## src/hdl/acf_pkg.sv

```systemverilog
`timescale 1ns / 1ps
`default_nettype none

package acf_pkg;

    // Byte codes of the frame layout
    localparam logic [7:0] MARKER_SOH = 8'h01;
    localparam logic [7:0] SUFFIX_DEL = 8'h7F;
    localparam logic [7:0] HEADER_ETX = 8'h03;

    // CRC-16/Kermit, reflected polynomial
    localparam logic [15:0] CRC_POLY = 16'h8408;

    localparam int HDR_LEN      = 8;
    localparam int MIN_BODY     = 13;
    localparam int CK_LEN       = 3;    // two CRC bytes plus the suffix
    localparam int CK_CRC_BYTES = 2;
    localparam int BODY_LEN_MAX = 1023;

    // Frame verdict codes
    localparam logic [2:0] ST_NOT_ACARS  = 3'd0;
    localparam logic [2:0] ST_TOO_SHORT  = 3'd1;
    localparam logic [2:0] ST_ACCEPTED   = 3'd2;
    localparam logic [2:0] ST_SUPPRESSED = 3'd3;
    localparam logic [2:0] ST_TOO_LONG   = 3'd4;

    // Configuration space: one 32-bit register per word
    localparam int         PADDR_W          = 3;
    localparam logic [0:0] REG_DROP_ERRORED = 1'b0;

    typedef struct packed {
        logic [7:0] payload_byte;
        logic       end_of_frame;
    } acf_in_t;

    typedef struct packed {
        logic [2:0] frame_status;
        logic       crc_error;
        logic       parity_error;
        logic [1:0] error_count;
        logic       has_checksum;
        logic       has_header;
        logic [9:0] body_length;
    } acf_out_t;

    // One byte through the reflected CRC, eight shift steps
    function automatic logic [15:0] crc_step(input logic [15:0] crc, input logic [7:0] b);
        logic [15:0] c;
        c = crc ^ {8'h00, b};
        for (int k = 0; k < 8; k++) begin
            if (c[0]) begin
                c = (c >> 1) ^ CRC_POLY;
            end
            else begin
                c = c >> 1;
            end
        end
        return c;
    endfunction

    function automatic logic odd_parity(input logic [7:0] b);
        return ^b;
    endfunction

endpackage

`default_nettype wire

```

## src/hdl/acf_eval.sv

```systemverilog
`timescale 1ns / 1ps
`default_nettype none

module acf_eval #(
    parameter int MAX_BODY = 1024
) (
    input  wire logic             clk,
    input  wire logic             rst_n,
    input  wire logic             drop_errored,
    input  wire logic             item_valid,
    input  wire acf_pkg::acf_in_t item_data,
    output logic                  item_take,
    input  wire logic             out_ready,
    output logic                  verdict_load,
    output acf_pkg::acf_out_t     verdict
);
    import acf_pkg::*;

    localparam int POS_CAP = MAX_BODY + 16;
    localparam int POS_W   = $clog2(POS_CAP + 1);
    localparam int EXT_W   = ((POS_W > 10) ? POS_W : 10) + 2;

    logic [POS_W-1:0] pos_reg, pos_next;
    logic [7:0]       tw0_reg, tw1_reg, tw2_reg;
    logic [15:0]      crc_nh_reg, crc_nh_next;
    logic [15:0]      crc_wh_reg, crc_wh_next;
    logic             ph_reg, ph_next;
    logic             pr_reg, pr_next;
    logic [7:0]       fb_reg, fb_next;
    logic             marker_reg, marker_next;

    logic             advance;
    logic [7:0]       b;
    logic             eof;

    // Frame updates for the byte now leaving the input register
    always_comb
    begin
        b           = item_data.payload_byte;
        eof         = item_data.end_of_frame;
        crc_wh_next = crc_wh_reg;
        crc_nh_next = crc_nh_reg;
        ph_next     = ph_reg;
        pr_next     = pr_reg;
        fb_next     = fb_reg;
        marker_next = marker_reg;

        if (pos_reg == '0) begin
            marker_next = (b == MARKER_SOH);
        end
        else begin
            if (pos_reg >= POS_W'(2)) begin
                crc_wh_next = crc_step(crc_wh_reg, tw0_reg);
            end
            if (pos_reg >= POS_W'(HDR_LEN + 2)) begin
                crc_nh_next = crc_step(crc_nh_reg, tw0_reg);
            end
            // the byte three back is known not to be a CRC byte
            if (pos_reg >= POS_W'(4)) begin
                if (pos_reg < POS_W'(HDR_LEN + 4)) begin
                    ph_next = ph_reg & odd_parity(tw2_reg);
                end
                else begin
                    pr_next = pr_reg & odd_parity(tw2_reg);
                end
            end
            if (pos_reg == POS_W'(1)) begin
                fb_next = b;
            end
        end
        pos_next = (pos_reg < POS_W'(POS_CAP)) ? pos_reg + POS_W'(1) : pos_reg;
    end

    logic             ck, hdr, ph_f, pr_f, ce, pe;
    logic [POS_W-1:0] nb, blen;
    logic [EXT_W-1:0] blen_x, span_x;
    logic [15:0]      crc_sel;

    // End-of-frame verdict
    always_comb
    begin
        ck      = (pos_reg >= POS_W'(CK_LEN)) && (b == SUFFIX_DEL);
        nb      = ck ? pos_reg - POS_W'(CK_LEN) : pos_reg;
        hdr     = (nb >= POS_W'(HDR_LEN)) && (fb_next == HEADER_ETX);
        blen    = nb - (hdr ? POS_W'(HDR_LEN) : '0);
        blen_x  = EXT_W'(blen);
        span_x  = blen_x + (ck ? EXT_W'(CK_CRC_BYTES) : '0);
        crc_sel = hdr ? crc_nh_next : crc_wh_next;
        ph_f    = ph_next;
        pr_f    = pr_next;

        if (ck) begin
            ce = (crc_sel != '0);
        end
        else begin
            ce = 1'b1;
            // fold in the last three bytes, which were never CRC bytes
            if (pos_reg >= POS_W'(1)) begin
                if (pos_reg <= POS_W'(HDR_LEN)) begin
                    ph_f = ph_f & odd_parity(b);
                end
                else begin
                    pr_f = pr_f & odd_parity(b);
                end
            end
            if (pos_reg >= POS_W'(2)) begin
                if (pos_reg <= POS_W'(HDR_LEN + 1)) begin
                    ph_f = ph_f & odd_parity(tw0_reg);
                end
                else begin
                    pr_f = pr_f & odd_parity(tw0_reg);
                end
            end
            if (pos_reg >= POS_W'(3)) begin
                if (pos_reg <= POS_W'(HDR_LEN + 2)) begin
                    ph_f = ph_f & odd_parity(tw1_reg);
                end
                else begin
                    pr_f = pr_f & odd_parity(tw1_reg);
                end
            end
        end
        pe = !(pr_f && (hdr || ph_f));

        verdict = '0;
        if (!marker_next) begin
            verdict.frame_status = ST_NOT_ACARS;
        end
        else if (pos_reg <= POS_W'(1)) begin
            verdict.frame_status = ST_TOO_SHORT;
        end
        else begin
            verdict.crc_error    = ce;
            verdict.parity_error = pe;
            verdict.error_count  = {1'b0, ce} + {1'b0, pe};
            verdict.has_checksum = ck;
            verdict.has_header   = hdr;
            verdict.body_length  = (blen_x > EXT_W'(BODY_LEN_MAX)) ? 10'(BODY_LEN_MAX)
                                                                   : blen_x[9:0];
            if (span_x > EXT_W'(MAX_BODY)) begin
                verdict.frame_status = ST_TOO_LONG;
            end
            else if (blen_x < EXT_W'(MIN_BODY)) begin
                verdict.frame_status = ST_TOO_SHORT;
            end
            else if (drop_errored && (ce || pe)) begin
                verdict.frame_status = ST_SUPPRESSED;
            end
            else begin
                verdict.frame_status = ST_ACCEPTED;
            end
        end
    end

    // An end byte moves only when the result register can take its verdict
    assign advance      = item_valid && (!eof || out_ready);
    assign item_take    = advance;
    assign verdict_load = advance && eof;

    always_ff @(posedge clk or negedge rst_n)
    begin
        if (!rst_n) begin
            pos_reg    <= '0;
            tw0_reg    <= '0;
            tw1_reg    <= '0;
            tw2_reg    <= '0;
            crc_nh_reg <= '0;
            crc_wh_reg <= '0;
            ph_reg     <= 1'b1;
            pr_reg     <= 1'b1;
            fb_reg     <= '0;
            marker_reg <= 1'b0;
        end
        else if (advance) begin
            if (eof) begin
                pos_reg    <= '0;
                tw0_reg    <= '0;
                tw1_reg    <= '0;
                tw2_reg    <= '0;
                crc_nh_reg <= '0;
                crc_wh_reg <= '0;
                ph_reg     <= 1'b1;
                pr_reg     <= 1'b1;
                fb_reg     <= '0;
                marker_reg <= 1'b0;
            end
            else begin
                pos_reg    <= pos_next;
                tw0_reg    <= b;
                tw1_reg    <= tw0_reg;
                tw2_reg    <= tw1_reg;
                crc_nh_reg <= crc_nh_next;
                crc_wh_reg <= crc_wh_next;
                ph_reg     <= ph_next;
                pr_reg     <= pr_next;
                fb_reg     <= fb_next;
                marker_reg <= marker_next;
            end
        end
    end

endmodule

`default_nettype wire

```

## config.mk

```make
export PLATFORM = sky130hd
export DESIGN_NAME = acf_eval
export DESIGN_NICKNAME = d
export VERILOG_FILES = /design/src/hdl/acf_pkg.sv /design/src/hdl/acf_eval.sv
export SDC_FILE = /design/constraint.sdc
export NUM_CORES = 1
export LEC_CHECK = 0
export ABC_AREA = 1
export BUFFER_PORTS_ARGS = -buffer_cell sky130_fd_sc_hd__buf_2
export CAP_MARGIN = 40
export CORE_UTILIZATION = 56
export CTS_BUF_LIST = sky130_fd_sc_hd__clkbuf_16
export DETAILED_ROUTE_END_ITERATION = 12
export PLACE_DENSITY = 0.77
export SYNTH_ARGS = -nofsm -noshare
export SYNTH_HDL_FRONTEND = slang
export SYNTH_SLANG_ARGS = --single-unit
```

## constraint.sdc

```tcl
create_clock -name clk -period 7.3 [get_ports clk]
set_input_delay 2.19 -clock clk [delete_from_list [all_inputs] [get_ports clk]]
set_output_delay 2.19 -clock clk [all_outputs]
set_load 0.02 [all_outputs]
```

==> impl.org, run 1 <==
** Finish
- Layout cell share with drive strength beyond 1 :: 0.212
- At the end of the flow the core is filled with cells to 0.707.
- Compared with the post-synthesis result, the final layout area differs by 19.9%.
- Final cell count without fillers :: 1015
- Count of fill cells added during filler insertion :: roughly 830
- After the last flow step, the layout net total stands at around 910.
- The repair_antennas step left the layout with diodes totalling 0.

** Logic synthesis
- The number of nets handed over by synthesis was about 830.
- Counting distinct cell types in the post-synthesis netlist gives between 40 and 50.
- Sequential element share of the synthesized area :: 0.333
- The mapped netlist covers 0.00587 mm2.
- Warnings from Yosys :: 0
- Cell count after synthesis :: around 800
- Flip-flop cell with the highest count after synthesis :: dfrtp_1
- In this run, synthesis inferred 0 flip-flops with an integrated enable.
- Of all flip-flops after synthesis, the portion carrying an async set or reset was 1.00.
- Number of flip-flops and latches in the synthesized netlist :: 78
- A synthesized cell averages about 7.3 um2.

** Clock network
- TritonCTS clock tree :: built
- Clock root cell :: clkbuf_16
- Clock tree synthesis inserted a total of 9 buffers.
- At the later pin of the worst-skew pair, clock insertion delay measures around 340 ps.
- The longest clock path from root to sink contains 2 buffers.
- The number of hold buffers added after CTS was 0.
- The H-tree was split into 3 levels.
- Clock transition at path regs :: roughly 50 ps
- The clock net in this run drives a total of 78 sinks.

** Run status
- Violated checks :: negative setup slack
- The run finished, with violations left.

** Routing
- Count of antenna-violating nets left after detailed routing :: 0
- Iter 0 DRT Violations :: around 260
- The detailed router placed about 5700 vias in this run.
- Summed over all layers, the routed wires come to about 15 mm.
- Using the TritonRoute via totals, the vias-per-cell ratio works out to between 5 and 6.
- In the final routed layout, each cell accounts on average for ~15 um.
- Drc violations :: 0
- Number of detailed-routing iterations run before antenna repair :: 5

** Placed design
- # port buffers :: 34
- Once detailed placement completed, the half-perimeter wirelength came to approximately 11 mm.
- Routability-driven placement finished with a final weighted congestion of slightly above 0.9.
- Post-Place Setup Slack :: -410 ps
- Once placement completed, the tool counted placed cells totaling 993.

** Run
- Number of max-capacitance violations reported :: 0

** Critical path
- By startpoint and endpoint, the worst setup path is classified as in2out.
- STA classifies the critical path endpoint as an output pin.
- Among all stages on the critical path, the largest delay is contributed by o21ai_0.
- The cell family contributing the most delay on the critical path is simple AND/OR/NAND/NOR gates.
- Data required, critical path :: between 5000 and 6000 ps
- CP Launch Type :: input port
- CP Max Fanout :: 5
- The critical path contains buffers and inverters numbering 5 combined.
- Crit path depth :: 23
- The number of cells on the worst reg-to-reg path is 6.
- Cell-by-cell trace of the critical path :: buf_2 > buf_4 > o21ai_0 > nand4_1 > nor4_4 > buf_4 > o21ai_2 > inv_2 > ha_4 > ha_1 > nand3_2 > nor2_2 > nand2_1 > nand2_1 > nand3_1 > nand2_1 > nand2_1 > nor2_1 > nand2_1 > a21boi_2 > nand2_2 > nor2_4 > buf_6
- Data arrival at the endpoint of the critical path :: 5350 ps
- In this design, the stage delay of the slowest critical-path cell is 290 ps.
- Top cell by count, worst path :: nand2_1

** Global routing
- Global routing finished with a remaining overflow of 0.
- In the global route stage, overall resource usage came out at 0.298.
- Vias in the first global route :: about 5600
- Entering global routing, the biggest net connects 55 pins.
- The first global-routing pass estimated about 26 mm of wire.
- Initial antenna violation count :: 0

** Power and ir drop
- VDD sags by at most around 0.18 mV.
- Leakage power total :: roughly 0.0035 uW
- After layout, the design draws a total of ~1500 uW.
- For this design the ratio of total power to cell area is roughly 210 mW/mm2.

** Timing
- Final period demand of the worst path :: between 7000 and 8000 ps
- The total count of max-transition violations in the final report was 0.
- Worst slew margin relative to its limit :: 0.527
- Highest Clock Rate :: between 100 and 150 MHz
- Final Cycle Share :: 1.03
- Final Skew :: around 10 ps
- PnR worst setup slack :: -235 ps
- Setup repair after global routing missed its margin :: yes
- Worst Tran Pin Value :: 703 ps
- The number of endpoints with negative hold slack in the final report came to 0.
- Setup violations remaining at the end of the flow were counted as 3.

** Floorplan
- Floorplan Core Area :: 0.00995 mm2
- The initial utilization of the core area, before any placement, comes to 0.589.
- DIE HEIGHT :: approximately 100 um
- For this design the top-level I/O count stands at 35.
- Overall die width :: 104 um
- Die Area :: 0.0109 mm2
- Site row count :: 36

** Worst hold path
- Kind of path behind the tightest hold check :: reg2reg
- Worst hold path stage count :: 2
-- per-stage QoR --
step           hold slack, ps  cell area, um2  setup TNS [ps]
3_5_place_dp              468            6600            -966
4_1_cts                   481            7020            -331
6_report                  479            7030            -584
5_1_grt                   505            7030           -1440
2_1_floorplan             448            5970            -289
3_3_place_gp              468            6530            -634
-- cell families (layout without fill, tap and decap cells) --
family,after synthesis,count (layout),share of synthesized area
buffers and inverters,142,221,0.0956
DFF,78,78,0.333
xor gates and xnor gates,68,68,0.102
muxes,7,7,0.0119
and+or+nand+nor,340,341,0.279
adders and majority gates,16,16,0.0341
AOI/OAI and AO/OA,151,151,0.145
-- layer usage --
metal  vias up  track usage  wire length [um]
li1       2765            -                 -
met1      2735        0.363              6460
met5         -            0                 0
met4         0       0.0929               276
met3        31       0.0432               720
met2       165        0.539              8020
-- report_power, final --
group	total [uW]	internal [uW]	leakage [uW]	switching, uW
clock	391	223	0.000121	168
sequential	512	473	0.00106	39.0
combinational	559	212	0.00232	347
-- cells in the final DEF (no fill, tap or decap), types with 8 or more instances in the layout --
cell and n:
o22ai_1 39, nand2_1 166, nor2_1 49, nand2_4 10, inv_1 102, nor2_4 10, nand4_1 18, buf_4 54
a21oi_1 17, xor2_1 34, ha_1 11, buf_2 27, nor2_2 8, xnor2_1 33, dfrtp_1 76, clkbuf_16 9
o21ai_0 75, inv_2 10, nor3_1 11, nand2_2 18, nand3_1 32
-- Yosys cell counts (10+ instances only) --
master | count | area share
a21oi_1 | 19 | 0.016
inv_2 | 10 | 0.0064
nand2_1 | 172 | 0.11
o21ai_0 | 79 | 0.067
ha_1 | 16 | 0.034
clkbuf_1 | 16 | 0.010
nand3_1 | 34 | 0.029
dfrtp_1 | 76 | 0.32
inv_1 | 105 | 0.067
nand2_2 | 14 | 0.015
o22ai_1 | 39 | 0.042
nand4_1 | 18 | 0.019
xnor2_1 | 33 | 0.049
nor2_1 | 54 | 0.035
nor3_1 | 11 | 0.0094
xor2_1 | 35 | 0.052
-- final timing paths --
kind | slack (ps) | endpoint | startpoint
worst max-delay path | -240 | verdict[17] | item_data[5]
worst min-delay path | 480 | marker_reg | marker_reg
worst max register to register | 4850 | fb_reg[0] | pos_reg[1]
worst min register to register | 480 | marker_reg | marker_reg
max in group asynchronous | 4920 | ph_reg | rst_n
min in group asynchronous | 1770 | pos_reg[10] | rst_n
-- worst reg2reg max path, stage by stage (launching register included) --
cell	delay, ps
dfrtp_1	490
inv_1	140
ha_1	220
inv_1	140
nand4_1	540
o21ai_0	660
o22ai_1	120
-- timing repair --
action,in CTS,in global routing
setup endpoints to repair,3,3
setup buffers,7,0
endpoints found under the hold margin,0,0
resized for setup,24,8
cloned,1,0
pin swaps,17,3
-- layout make-up --
class	instances	area, um2	area share
Sequential cell	78	1950	0.278
Timing Repair Buffer	88	664	0.0945
Inverter	119	468	0.0665
Tap cell	133	166	0.0237
Clock buffer	9	225	0.0320
Clock inverter	5	28.8	0.00409
Multi-Input combinational cell	583	3530	0.501
(Power assumes the default switching activity.)
==> run 2, diff against run 1 <==
- CORE_MARGIN: unset -> 5
==> run 2 against run 1 <==
Effect of this change: the flow still finishes with violations (negative setup slack); clock power is 5.4% higher; critical path depth is 6 higher; combinational power is 2% lower; critical path type unchanged; critical endpoint unchanged; largest power group unchanged.
==> impl.org, run 2 (synthesis gave the netlist of run 1 again) <==
** Run status
- Run status :: finished with violations
- Violated checks :: negative setup slack

** Finish
- Layout cell share with drive strength beyond 1 :: 0.217
- Compared with the post-synthesis result, the final layout area differs by 20.6%.
- Post-layout nets :: roughly 900
- Total area of multi-input combinational cells :: 0.00355 mm2
- Commonest non-fill, non-tap cells in the layout :: 165 x nand2_1, 101 x inv_1, 76 x o21ai_0, 76 x dfrtp_1, 52 x buf_4
- Most common cell after layout, fill and taps aside :: nand2_1
- Count of fill cells added during filler insertion :: 837
- Utilization after layout :: 0.688
- Registers take 0.00195 mm2.
- Diode count :: 0

** Run
- Max-cap violations in this run came to 0.

** Worst hold path
- Hold-critical path endpoint :: marker_reg
- The worst hold path was traced through 2 stages.
- Kind of path behind the tightest hold check :: reg2reg
- Start point of the worst hold path :: marker_reg

** Timing
- Setup TNS after final layout :: -549 ps
- Final Skew :: ~6.8 ps
- The number of endpoints with negative hold slack in the final report came to 0.
- Worst Tran Pin Value :: 731 ps
- Min Hold Slack :: about 480 ps
- Counting I/O delays and the setup requirement, the final critical path takes about 7500 ps.
- Static timing analysis puts the maximum clock frequency at between 100 and 150 MHz.
- Number of pins with negative max-slew slack in the final report :: 0
- Final setup violating endpoints :: 3
- Final Cycle Share :: 1.03
- Setup repair after global routing missed its margin :: yes
- In this run the tightest slew margin relative to its limit is 0.511.
- After layout, the worst setup slack is -196 ps.

** Global routing
- Grt total ovfl :: 0
- GRT Util Overall :: 0.246
- In the global route stage, met2 resource usage came out at 0.410.
- For met1 alone, demand over resource in global routing was 0.332.
- Most used routing layer in global routing :: met2
- Largest net degree at the start of global routing :: 52
- The number of antenna violations at the first check in global routing was 0.
- The first global-routing pass estimated about 26 mm of wire.
- The number of global-route vias before repair was roughly 5500.
- In the global route stage, met3 resource usage came out at 0.0399.

** Power and ir drop
- Of the total power, the share spent switching nets is 0.380.
- Overall power consumption after layout is estimated at 1470 uW.
- The share of total power dissipated in the clock network is 0.280.
- Leakage power total :: roughly 0.0035 uW
- The analysis attributes to net switching a power of ~560 uW.
- Internal Power :: between 900 and 1000 uW
- Of the total power, registers draw 0.349.
- The share of total power dissipated in combinational logic is 0.371.
- IR analysis of the VDD net gives a maximum drop of between 0.15 and 0.2 mV.
- Cell area power density :: approximately 210 mW/mm2

** Routing
- Iter 0 DRT Violations :: ~510
- Wire length reported by the detailed router :: approximately 15 mm
- The first TritonRoute pass finished after 5 iterations.
- In the routed design, unresolved DRC markers number 0.
- Dividing the detail-routed via count by the number of cells gives approximately 5.5.
- After detailed routing, the average wire length per cell comes to 15.0 um.
- Total via count in the routed design :: around 5600
- Count of antenna-violating nets left after detailed routing :: 0

** Critical path
- For the worst flop-to-flop path, the logic depth is 6.
- CP Max Fanout :: 5
- The setup path with the least slack is of type in2out.
- Data on the critical path is required at its endpoint by ~5000 ps.
- The worst register-to-register path begins at pos_reg[0].
- Crit. End Element :: output pin
- Worst setup slack for register-to-register paths :: 4930 ps
- In this run the critical register-to-register path is captured at fb_reg[7].
- CP Launch Type :: input port
- Data arrival at the endpoint of the critical path :: approximately 5300 ps
- The largest single stage delay on the critical path is approximately 280 ps.
- Slowest cell on the critical path :: ha_4

** Clock network
- H-tree Lvls :: 3
- Clock latency of the later-clocked register in the worst-skew pair :: roughly 340 ps
- Number of CTS-inserted buffers :: 9
- Clock sink count :: between 70 and 80
- CTS placed an instance of clkbuf_16 at the clock tree root.
- TritonCTS built the clock tree.
- Clock transition at path regs :: approximately 60 ps
- Counting along the longest clock path gives a buffer depth of 2.

** Floorplan
- DIE HEIGHT :: 112 um
- Effective utilization at floorplan :: 0.571
- 35 I/O pins were placed.
- Floorplan Core Area :: 0.0103 mm2
- Overall die width :: ~110 um
- Die Area :: 0.0126 mm2
- Site row count :: 37

** Placed design
- Post-Place Setup Slack :: -388 ps
- Input and output buffers added on the ports amount to 34.
- At the end of routability-driven placement, the weighted congestion stood at 0.924.
- The HPWL after detailed placement is roughly 11 mm.
-- run 2: changes by cell type in the layout (fill, tap and decap cells not counted), moves of 2 or more --
cell and delta:
buf_4 -2, buf_6 +4, clkinv_4 +2, nand2_4 +2, nor2_2 -3, nor2_4 +2, o21ai_1 -2
-- run 2: what timing repair did --
action | 4_1_cts | 5_1_grt
cloned | 1 | 0
hold buffers | 0 | 0
resized for setup | 29 | 12
setup endpoints to repair | 3 | 4
pin swaps | 23 | 3
buffers inserted | 3 | 5
endpoints found under the hold margin | 0 | 0
-- run 2: per-layer routing --
layer  part of all wire  vias to the layer above  wire, um
met5                  0                        -         0
met4              0.021                        0       318
met3              0.053                       26       809
met2               0.50                      169      7600
met1               0.43                     2661      6540
li1                   -                     2767         -
-- run 2: final cells by class --
cell class	instances	share of cell area
repair buffers	88	0.0935
flip-flops and latches	78	0.276
multi-input cells	583	0.501
inverters	119	0.0661
clock buffers	9	0.0318
clock inverters	7	0.00690
well taps	136	0.0240
-- run 2: how the worst max path moves through the flow --
stage | from | to | slack (ps) | cells after the start
detailed placement | item_data[8] | verdict[17] | -390 | 29
finish | item_data[8] | verdict[17] | -200 | 29
CTS | item_data[8] | verdict[17] | -170 | 28
global route | item_data[8] | verdict[17] | -460 | 28
floorplan | item_data[8] | verdict[17] | -130 | 27
global placement | item_data[8] | verdict[17] | -270 | 29
-- run 2: critical path, delay by kind of cell --
family,cells,cell delay (ps)
buffers and inverters,7,670
AOI/OAI and AO/OA,3,440
and+or+nand+nor,17,1590
adders and majority gates,2,400
-- run 2: per-stage QoR --
step,std cells,cell area (um2)
global route,1020,7080
floorplan,802,5970
detailed placement,995,6580
CTS,1015,6990
finish,1020,7080
global placement,993,6530
-- run 2: power by group through the flow --
stage | clock, uW | combinational (uW) | sequential, uW
global placement | 0 | 502 | 518
detailed placement | 0 | 526 | 519
floorplan | 0 | 407 | 506
finish | 412 | 547 | 513
CTS | 419 | 540 | 512
global route | 440 | 605 | 518
==> run 3, diff against run 2 <==
==> constraint.sdc (replaced) <==
create_clock -name clk -period 7.3 [get_ports clk]
set_input_delay 0.73 -clock clk [delete_from_list [all_inputs] [get_ports clk]]
set_output_delay 0.73 -clock clk [all_outputs]
set_load 0.02 [all_outputs]
==> run 3 against run 2 <==
Effect of this change: the flow now finishes without violations; worst hold slack got worse by 140 ps; design area decreased by 8.6%; count of clock-buffer cells in the layout unchanged; first-iteration DRC count decreased by 31%; clock skew increased by 1.6 ps; critical path type is now reg2out; largest power group unchanged; highest routed layer unchanged.
==> impl.org, run 3 (synthesis gave the netlist of run 1 again) <==
** Power and ir drop
- Cell area power density :: between 200 and 250 mW/mm2
- Total power for the finished layout comes to about 1500 uW.
- The analysis attributes to cell leakage a power of between 0.003 and 0.004 uW.
- The worst-case IR drop observed on VDD is slightly below 0.2 mV.

** Timing
- Number of pins with negative max-slew slack in the final report :: 0
- Final Cycle Share :: 0.785
- The number of endpoints with negative hold slack in the final report is 0.
- Highest Clock Rate :: around 170 MHz
- Final period demand of the worst path :: about 5700 ps
- After routing, the total negative slack on setup checks comes to 0 ps.
- Setup violations remaining at the end of the flow were counted as 0.
- The clock arrives with roughly 8.5 ps of skew.
- Setup repair after global routing missed its margin :: no
- For the pin with the worst max-slew slack, the measured transition is 649 ps.
- Worst slew margin relative to its limit :: 0.566

** Finish
- Post-layout nets :: 860
- Layout cell share with drive strength beyond 1 :: 0.135
- Commonest non-fill, non-tap cells in the layout :: 172 x nand2_1, 107 x inv_1, 77 x o21ai_0, 76 x dfrtp_1, 54 x nor2_1
- Diode count :: 0
- Leaving out fill and tap cells, the most frequent cell in the layout is nand2_1.
- Relative to the synthesized area, the layout overhead comes to 10.3%.

** Floorplan
- The initial utilization of the core area, before any placement, comes to 0.571.
- Site row count :: 37
- Floorplan Core Area :: between 0.01 and 0.015 mm2
- I/O pin count :: 35
- The die is around 110 um wide.
- From bottom edge to top edge, the die measures 112 um.
- Die Area :: between 0.01 and 0.015 mm2

** Routing
- Number of detailed-routing iterations run before antenna repair :: 6
- Via density per instance :: around 5.6
- Drc violations :: 0
- The first routing iteration left 353 violations.
- Total via count in the routed design :: about 5400
- Count of antenna-violating nets left after detailed routing :: 0
- In the final routed layout, each cell accounts on average for approximately 15 um.
- Wire length reported by the detailed router :: ~15 mm

** Worst hold path
- Kind of path behind the tightest hold check :: in2async

** Global routing
- The total overflow left after global routing is 0.
- Vias in the first global route :: 5316
- Entering global routing, the biggest net connects 46 pins.
- The number of antenna violations at the first check in global routing is 0.
- Global-route wire length before repair :: approximately 25 mm
- Across every metal layer, demand over resource in global routing totals 0.240.

** Critical path
- The worst register-to-register path has a setup slack of 4990 ps.
- Data required, critical path :: 6570 ps
- Of all nets on the critical path, the largest fanout is 16.
- Data arrival at the endpoint of the critical path :: 5000 ps
- STA classifies the critical path startpoint as a flip-flop.
- Measured in cells, the most critical reg-to-reg path has a length of 8.
- STA classifies the critical path endpoint as an output pin.
- Reg2Reg Capture Point :: crc_wh_reg[8]
- Launching point of the worst reg2reg path :: pos_reg[9]
- Worst setup path category :: reg2out

** Placed design
- Gp weighted congestion :: slightly below 1
- # port buffers :: 34
- The wire-length estimate of the detail-placed layout is ~11 mm.

** Clock network
- H-tree Lvls :: 3
- Clock latency of the later-clocked register in the worst-skew pair :: between 300 and 400 ps
- TritonCTS clock tree :: built
- Total of hold buffers inserted after clock tree synthesis :: 0
- Post-cts gate resize count :: 0
- The clock net in this run drives a total of 78 sinks.
- Number of CTS-inserted buffers :: 9
- Number of buffers between clock root and the deepest sink :: 2
- The tree is rooted in a clkbuf_16.
- Buffers added to address setup during post-CTS repair amount to 0.
- Clock transition at path regs :: approximately 60 ps

** Run status
- The flow ran to the end, and the final reports show no timing, DRC or antenna violations.

** Run
- Number of max-capacitance violations reported :: 0
## run 3: cell count changes in the layout (fill, tap and decap cells not counted), moves of 5 or more
cell	change
buf_4	-47
buf_2	+7
buf_6	-7
nand2_1	+7
inv_1	+6
ha_1	+5
ha_4	-5
nand2_4	-5
## run 3: routing by layer
layer  vias up  GRT usage  part of all wire
met1      2536      0.325              0.44
met4         0     0.0809             0.024
met2       153      0.396              0.48
li1       2672          -                 -
met5         -          0                 0
met3        31     0.0356             0.055
## run 3: critical path, stage by stage (launching register included)
cell      delay, ps
dfrtp_1         500
inv_1           170
ha_1            250
inv_1           130
nand4_1         480
o21ai_0         460
nand4_1         160
nor4_1          360
o21ai_2         150
inv_2           110
ha_1            150
inv_1            90
or2_2           280
a21oi_1         170
nand3_1         100
nor2_1          110
nand2_1          70
nor2_1           90
nand2_1          60
nor2_1           90
nand2_1          60
nor2_1           80
nand2_1          90
a21boi_2        140
nand2_1          60
nor2_1          100
buf_2           170
## run 3: where the power goes
part           total [uW]  switching [uW]  internal, uW  leakage, uW
clock network         464             169           294     0.000159
registers             513            40.0           473      0.00106
logic                 516             321           195      0.00203
total                1490             530           963      0.00325
## run 3: worst max-delay path by stage
stage	slack, ps	start	end	depth (start not counted)
floorplan	2640	item_data[8]	verdict[17]	27
global placement	2040	item_data[8]	verdict[17]	28
detailed placement	1960	item_data[8]	verdict[17]	28
CTS	1660	pos_reg[0]	verdict[17]	26
global route	1010	pos_reg[0]	verdict[17]	24
finish	1570	pos_reg[0]	verdict[17]	26
## run 3: per-stage QoR
| stage | worst slack (ps) | hold WS, ps | area [um2] | std cells | utilization |
|---|---|---|---|---|---|
| finish | 1570 | 347 | 6470 | 971 | 0.630 |
| detailed placement | 1960 | 483 | 6160 | 955 | 0.600 |
| floorplan | 2640 | 434 | 5870 | 802 | - |
| CTS | 1660 | 362 | 6470 | 971 | 0.630 |
| global route | 1010 | 393 | 6470 | 971 | 0.630 |
| global placement | 2040 | 465 | 6130 | 953 | 0.596 |
## run 3: area by class of cell
cell class	instances	area [um2]
fillers	912	3810
multi-input cells	582	3350
flip-flops and latches	78	1950
inverters	119	447
repair buffers	40	238
clock buffers	9	225
well taps	136	170
clock inverters	7	81.3
